===== src/rtl/core/dfa_string_acceptor_assert.svh =====
// Assertion macros for the DFA string acceptor
`ifndef DFA_STRING_ACCEPTOR_ASSERT_SVH
`define DFA_STRING_ACCEPTOR_ASSERT_SVH

// same-cycle implication
`define DSA_ASSERT_NOW(label, ante, cons) \
  label: assert property (@(posedge clk) disable iff (!rst_n) (ante) |-> (cons)) \
    else $error("dfa_string_acceptor assertion failed");

// next-cycle implication
`define DSA_ASSERT_NEXT(label, ante, cons) \
  label: assert property (@(posedge clk) disable iff (!rst_n) (ante) |=> (cons)) \
    else $error("dfa_string_acceptor assertion failed");

`endif


===== src/rtl/core/dsa_pkg.sv =====
package dsa_pkg;

  localparam int NUM_STATES     = 16;
  localparam int ALPHABET_DEPTH = 16;

  localparam int STATE_W = 4;
  localparam int COL_W   = 4;
  localparam int ENTRY_W = 5;
  localparam int SYM_W   = 8;
  localparam int ASIZE_W = 5;
  localparam int MASK_W  = 16;
  localparam int CFG_W   = 16;

  localparam logic [1:0] REQ_ALPHA  = 2'd0;
  localparam logic [1:0] REQ_TRANS  = 2'd1;
  localparam logic [1:0] REQ_SYMBOL = 2'd2;
  localparam logic [1:0] REQ_END    = 2'd3;

  localparam logic [1:0] VERDICT_REJECT = 2'd0;
  localparam logic [1:0] VERDICT_ACCEPT = 2'd1;
  localparam logic [1:0] VERDICT_WRONG  = 2'd2;

  localparam logic CFG_ALPHA_SIZE = 1'b0;
  localparam logic CFG_FINAL_MASK = 1'b1;

  typedef struct packed {
    logic [1:0]         req_type;
    logic [STATE_W-1:0] table_row;
    logic [COL_W-1:0]   table_col;
    logic [ENTRY_W-1:0] entry_value;
    logic [SYM_W-1:0]   symbol;
  } dsa_in_t;

  typedef struct packed {
    logic [1:0]         verdict;
    logic [STATE_W-1:0] end_state;
  } dsa_out_t;

  // one column of the transition table: next state per source state
  typedef logic [NUM_STATES-1:0][ENTRY_W-1:0] dsa_col_t;

endpackage


===== src/rtl/core/dfa_string_acceptor.sv =====
// An end item's result is registered at the state select; throughput: one
// item per cycle while in_stall is low. The alphabet compare and the transition
// column read happen in the input stage, the state select in the next one.
// Reset (rst_n low, synchronous): state 0, flags and pipeline valids cleared,
// alphabet_size = 1, final_mask = 0; the alphabet and transition stores are
// undefined until loaded, with no clearing pass.
`include "dfa_string_acceptor_assert.svh"

module dfa_string_acceptor
  import dsa_pkg::*;
(
  input  logic             clk,
  input  logic             rst_n,
  input  logic             cfg_we,
  input  logic             cfg_index,
  input  logic [CFG_W-1:0] cfg_wdata,
  input  logic             in_valid,
  output logic             in_stall,
  input  dsa_in_t          in_item,
  output logic             out_valid,
  input  logic             out_stall,
  output dsa_out_t         out_item
);

  logic [ASIZE_W-1:0] alpha_size_r;
  logic [MASK_W-1:0]  final_mask_r;

  logic [SYM_W-1:0] alpha_r [ALPHABET_DEPTH];
  dsa_col_t         trans_mem_r [ALPHABET_DEPTH];

  logic    s1_valid_r, s1_valid_nxt;
  dsa_in_t s1_item_r;

  logic       s2_valid_r, s2_valid_nxt;
  logic [1:0] s2_req_r;
  logic       s2_hit_r;
  dsa_col_t   s2_col_r;

  logic [STATE_W-1:0] cur_r, cur_nxt;
  logic               dead_r, dead_nxt;
  logic               err_r, err_nxt;

  logic     out_valid_r, out_valid_nxt;
  dsa_out_t out_item_r;
  dsa_out_t res;

  logic               s2_go;
  logic               s1_move;
  logic               out_load;
  logic               hit;
  logic [COL_W-1:0]   hit_idx;
  logic [ENTRY_W-1:0] sel;

  // handshake and pipeline advance
  assign s2_go    = !s2_valid_r || (s2_req_r != REQ_END) || !out_valid_r || !out_stall;
  assign s1_move  = s1_valid_r && s2_go;
  assign in_stall = s1_valid_r && !s2_go;

  assign out_valid = out_valid_r;
  assign out_item  = out_item_r;

  always_comb begin
    s1_valid_nxt = s1_valid_r;
    if (in_valid && !in_stall) begin
      s1_valid_nxt = 1'b1;
    end else if (s1_move) begin
      s1_valid_nxt = 1'b0;
    end
    s2_valid_nxt = s2_go ? s1_move : s2_valid_r;
  end

  // alphabet compare, lowest matching index wins
  always_comb begin
    hit     = 1'b0;
    hit_idx = '0;
    for (int i = ALPHABET_DEPTH - 1; i >= 0; i--) begin
      if ((ASIZE_W'(i) < alpha_size_r) && (alpha_r[i] == s1_item_r.symbol)) begin
        hit     = 1'b1;
        hit_idx = COL_W'(i);
      end
    end
  end

  assign sel = s2_col_r[cur_r];

  always_comb begin
    cur_nxt  = cur_r;
    dead_nxt = dead_r;
    err_nxt  = err_r;
    out_load = 1'b0;
    if (s2_valid_r && s2_go) begin
      case (s2_req_r)
        REQ_SYMBOL: begin
          if (!dead_r && !err_r) begin
            if (!s2_hit_r) begin
              err_nxt = 1'b1;
            end else if (sel >= ENTRY_W'(NUM_STATES)) begin
              dead_nxt = 1'b1;
            end else begin
              cur_nxt = sel[STATE_W-1:0];
            end
          end
        end
        REQ_END: begin
          out_load = 1'b1;
          cur_nxt  = '0;
          dead_nxt = 1'b0;
          err_nxt  = 1'b0;
        end
        default: ;
      endcase
    end
  end

  always_comb begin
    if (err_r) begin
      res.verdict   = VERDICT_WRONG;
      res.end_state = '0;
    end else if (dead_r) begin
      res.verdict   = VERDICT_REJECT;
      res.end_state = '0;
    end else begin
      res.verdict   = final_mask_r[cur_r] ? VERDICT_ACCEPT : VERDICT_REJECT;
      res.end_state = cur_r;
    end
  end

  always_comb begin
    out_valid_nxt = out_valid_r;
    if (out_load) begin
      out_valid_nxt = 1'b1;
    end else if (!out_stall) begin
      out_valid_nxt = 1'b0;
    end
  end

  // control registers
  always_ff @(posedge clk) begin
    if (!rst_n) begin
      alpha_size_r <= ASIZE_W'(1);
      final_mask_r <= '0;
      s1_valid_r   <= 1'b0;
      s2_valid_r   <= 1'b0;
      cur_r        <= '0;
      dead_r       <= 1'b0;
      err_r        <= 1'b0;
      out_valid_r  <= 1'b0;
    end else begin
      if (cfg_we) begin
        case (cfg_index)
          CFG_ALPHA_SIZE: alpha_size_r <= cfg_wdata[ASIZE_W-1:0];
          CFG_FINAL_MASK: final_mask_r <= cfg_wdata[MASK_W-1:0];
          default: ;
        endcase
      end
      s1_valid_r  <= s1_valid_nxt;
      s2_valid_r  <= s2_valid_nxt;
      cur_r       <= cur_nxt;
      dead_r      <= dead_nxt;
      err_r       <= err_nxt;
      out_valid_r <= out_valid_nxt;
    end
  end

  // payload and stores
  always_ff @(posedge clk) begin
    if (in_valid && !in_stall) begin
      s1_item_r <= in_item;
    end
    if (s1_move) begin
      s2_req_r <= s1_item_r.req_type;
      s2_hit_r <= hit;
      s2_col_r <= trans_mem_r[hit_idx];
      if (s1_item_r.req_type == REQ_ALPHA) begin
        alpha_r[s1_item_r.table_col] <= s1_item_r.symbol;
      end
      if (s1_item_r.req_type == REQ_TRANS) begin
        trans_mem_r[s1_item_r.table_col][s1_item_r.table_row] <= s1_item_r.entry_value;
      end
    end
    if (out_load) begin
      out_item_r <= res;
    end
  end

  `DSA_ASSERT_NOW(a_flags_exclusive, dead_r, !err_r)
  `DSA_ASSERT_NEXT(a_end_clears, s2_valid_r && s2_go && (s2_req_r == REQ_END),
                   (cur_r == '0) && !dead_r && !err_r && out_valid_r)
  `DSA_ASSERT_NOW(a_wrong_no_state, out_valid_r && (out_item_r.verdict == VERDICT_WRONG),
                  out_item_r.end_state == '0)
  `DSA_ASSERT_NOW(a_stall_only_full, in_stall, s1_valid_r && s2_valid_r && out_valid_r)

endmodule


===== config.mk =====
export PLATFORM = sky130hd
export DESIGN_NAME = dfa_string_acceptor
export DESIGN_NICKNAME = d
export VERILOG_FILES = /design/src/rtl/core/dsa_pkg.sv /design/src/rtl/core/dfa_string_acceptor.sv
export VERILOG_INCLUDE_DIRS = /design/src /design/src/rtl/core
export SDC_FILE = /design/constraint.sdc
export NUM_CORES = 2
export LEC_CHECK = 0
export ABC_AREA = 1
export ABC_CLOCK_PERIOD_IN_PS = 10300
export BUFFER_PORTS_ARGS = -buffer_cell sky130_fd_sc_hd__buf_2
export CORE_MARGIN = 2
export CORE_UTILIZATION = 68
export DETAILED_ROUTE_END_ITERATION = 12
export PLACE_DENSITY = 0.83
export SLEW_MARGIN = 0
export SYNTH_ARGS = -nofsm -noshare
export SYNTH_HDL_FRONTEND = slang
export SYNTH_SLANG_ARGS = --single-unit

===== constraint.sdc =====
create_clock -name clk -period 10.3 [get_ports clk]
set_input_delay 0 -clock clk [delete_from_list [all_inputs] [get_ports clk]]
set_output_delay 0 -clock clk [all_outputs]
set_load 0.05 [all_outputs]

==> impl_metrics.toml <==
[timing]
max_freq_mhz = 169
setup_tns_ns = 0
fin_crit_sh_pct = 57.6
skew_ns = 0.0310
rsz0062_at_grt = "false"
maxSlewHeadroom_pct = 8.31
period_minus_slack_ns = 5.93
drv_slew = 0
worst_pin_slew_ns = 1.38
finalHoldViolCount = 0
setup_violations = 0

[logic_synthesis]
synthDistinctLibCells = 46
synth_edf_count = 1520
synthMuxAreaShare_pct = 0
synth-main-ff-cell = "edfxtp_1"
synth_fa_ha_area_share_pct = 0
yosys.area_share.simple_pct = 22.7
yosysTopAreaCellShare_pct = 65.7
synth-xor-area-share_pct = 1.10
synth_commonest_cells = "edfxtp_1 (1520), nand3_1 (1273), nand2_1 (1195)"
synthMostInstantiatedCell = "edfxtp_1"
ys_warn_count = 0
synth_top_cell_by_area = "edfxtp_1"
synth_nets = 6383
ys_seq_elements = 1550
synth_top_family_by_area = "simple AND/OR/NAND/NOR gates"
async_flop_share_pct = 0
synthCells = 6338
seq_area_frac_synth_pct = 66.6
synth.top_cells.by_area = "edfxtp_1 (66%), nand3_1 (9.2%), nand2_1 (6.5%)"
syn_avg_cell_area_um2 = 11.0
synth_area_um2 = 69500
synth_compound_area_share_pct = 1.28

[drt]
via_per_inst = 6.16
drt_iter0_drc = 7567
dr.pass1.iters = 7
wl_mm = 175
routed-via-count = 47900
wl_per_cell_um = 22.5
ant_nets = 0
drc = 0

[die]
pin_count = 53
core_area_um2 = 102000
dieHeight_um = 324
die_x_um = 324
rows = 117
die_area_um2 = 105000
initial_core_util_pct = 68.4

[grt]
antenna_found_initial = 4
grt-ovfl-total = 0
grt_pass1_wl_mm = 267
grt_max_degree = 285
grtUsageTotal_pct = 33.7
grt_pass1_vias = 47000

[clock_tree]
post_cts_resize_count = 0
cts_tree = "yes"
clk_path_buf_depth = 3
clk_latency_ns = 0.77
root_buffer = "clkbuf_16"
h-tree-depth = 4
cts_sinks = 1550
clkSlewWorstSetupHoldPaths_ns = 0.07
numCtsBuffers = 153

[cells_and_area]
area.growth.synth_to_final_pct = 8.35
layout-drive-gt1-share_pct = 8.76
nets = 6335
nFillCells = 6333
fin_area_um2 = 75300
fin_util_pct = 74.1

[setup_path]
crit_type = "flop to flop"
worstPathRequired_ns = 10.80
worstRegToRegCells = 13
cp_max_fo = 85
crit_arrival_ns = 6.43
start_kind = "flop"
cp_cell_sequence = "buf_4 -> xor2_1 -> nor4_1 -> nand4_1 -> buf_4 -> buf_4 -> buf_4 -> buf_4 -> nand3_1 -> nand3_1 -> nand3_1 -> nand3_1 -> nand2_1"
worst_path_most_repeated_cell = "buf_4"
cp_slowest_cell = "buf_4"
slowest_delay_ns = 0.93
crit_path_end_kind = "flop"

[placement]
gp_congestion = 0.893
dp_hpwl_mm = 93.7
portBuffers = 52
dpl_cell_area_um2 = 69700

[pwr]
pwr_density_cell_nw_per_um2 = 172
ir_drop_uv = 123
p_leak_nw = 29.2

[status]
outcome = "complete, no violations"

[min_path]
holdPathStages = 2
hold_path.class = "input port to flop"

[flow_run]
maxCapViolCount = 0
==> power by group <==
part | switching (mW) | internal (mW)
clock network | 2.32 | 3.06
registers | 0.0255 | 7.00
logic | 0.425 | 0.122
==> logic make-up after synthesis <==
kind of cell / count (synthesis)
AO/OA/AOI/OAI: 155
flip-flops: 1550
AND/OR/NAND/NOR: 3269
XOR/XNOR: 87
buffers and inverters: 1277
==> metrics by stage <==
step	instances	worst slack [ns]	hold WS, ns	power [mW]
2_1_floorplan	6338	4.01	0.0989	7.47
3_3_place_gp	7421	4.96	0.178	7.65
3_5_place_dp	7421	4.86	0.178	7.66
4_1_cts	7775	4.73	0.00325	13.0
5_1_grt	7775	4.20	0.0313	13.2
6_report	7776	4.37	0.0625	13.0
==> registers in the layout (all words and copies together), names as in the netlist <==
name,count
out_valid,1
s1_valid_r,1
final_mask_r,16
dead_r,1
err_r,1
s1_item_r,23
s2_hit_r,1
s2_col_r,80
cur_r,4
s2_valid_r,1
trans_mem_r,1280
alpha_r,128
s2_req_r,2
out_item,6
alpha_size_r,5
==> final cells by class <==
class	count	area, um2	area share [%]
inverters	877	3310	4.39
flip-flops and latches	1550	46200	61.4
well taps	1368	1710	2.27
clock inverters	75	596	0.791
repair buffers	197	1680	2.23
clock buffers	197	4180	5.56
diodes	1	2.50	0.00332
multi-input cells	3511	17500	23.3
==> path summary, 6_finish.rpt <==
| check | from | endpoint | slack [ns] |
|---|---|---|---|
| setup / recovery | s1_item_r[6] | s2_col_r[7] | 4.37 |
| hold / removal | in_item[20] | s1_item_r[20] | 0.06 |
| hold reg to reg | final_mask_r[5] | final_mask_r[5] | 0.46 |
| setup reg to reg | s1_item_r[6] | s2_col_r[7] | 4.37 |
==> critical path, delay by kind of cell, from the launching register on <==
kind	cells	cell delay, ns
flip-flops	1	0.40
buffers and inverters	5	3.74
XOR/XNOR	1	0.22
AND/OR/NAND/NOR	7	1.01
==> layer usage <==
metal / vias up / wire length [um] / GRT usage (%) / share of wire [%]
met4: 4 / 8870 / 17.1 / 5.1
met5: - / 33 / 0 / 0.019
met3: 591 / 22000 / 7.42 / 13
met2: 3293 / 81200 / 53.2 / 46
li1: 21300 / - / - / -
met1: 22700 / 63100 / 44.7 / 36
==> what timing repair did <==
item                                   CTS  global route
buffers inserted                         0             0
setup endpoints to repair                0             0
hold buffers                            82             0
endpoints found under the hold margin   67             0
==> cells in the final DEF, fill, tap and decap left out, drive strengths merged, types with 2 or more instances in the layout <==
master / synthesis / routed
dlygate4sd3: 0 / 82
a221oi: 2 / 2
inv: 875 / 878
nand3: 1465 / 1465
xor2: 48 / 48
o21ai: 77 / 77
buf: 262 / 115
o2111ai: 3 / 3
xnor2: 39 / 39
or2: 15 / 15
nand3b: 158 / 158
nor4: 8 / 8
o22ai: 4 / 4
o32ai: 3 / 3
a2111oi: 2 / 2
nand4: 11 / 11
bufinv: 0 / 8
nor2: 397 / 397
dfxtp: 30 / 30
nand2: 1198 / 1198
clkinvlp: 0 / 2
o211ai: 8 / 8
o221ai: 10 / 10
clkbuf: 138 / 197
clkinv: 2 / 64
edfxtp: 1520 / 1520
nor3b: 3 / 3
nor3: 12 / 12
a21oi: 41 / 41
a211oi: 2 / 2
Power figures use the tool's default switching activity.
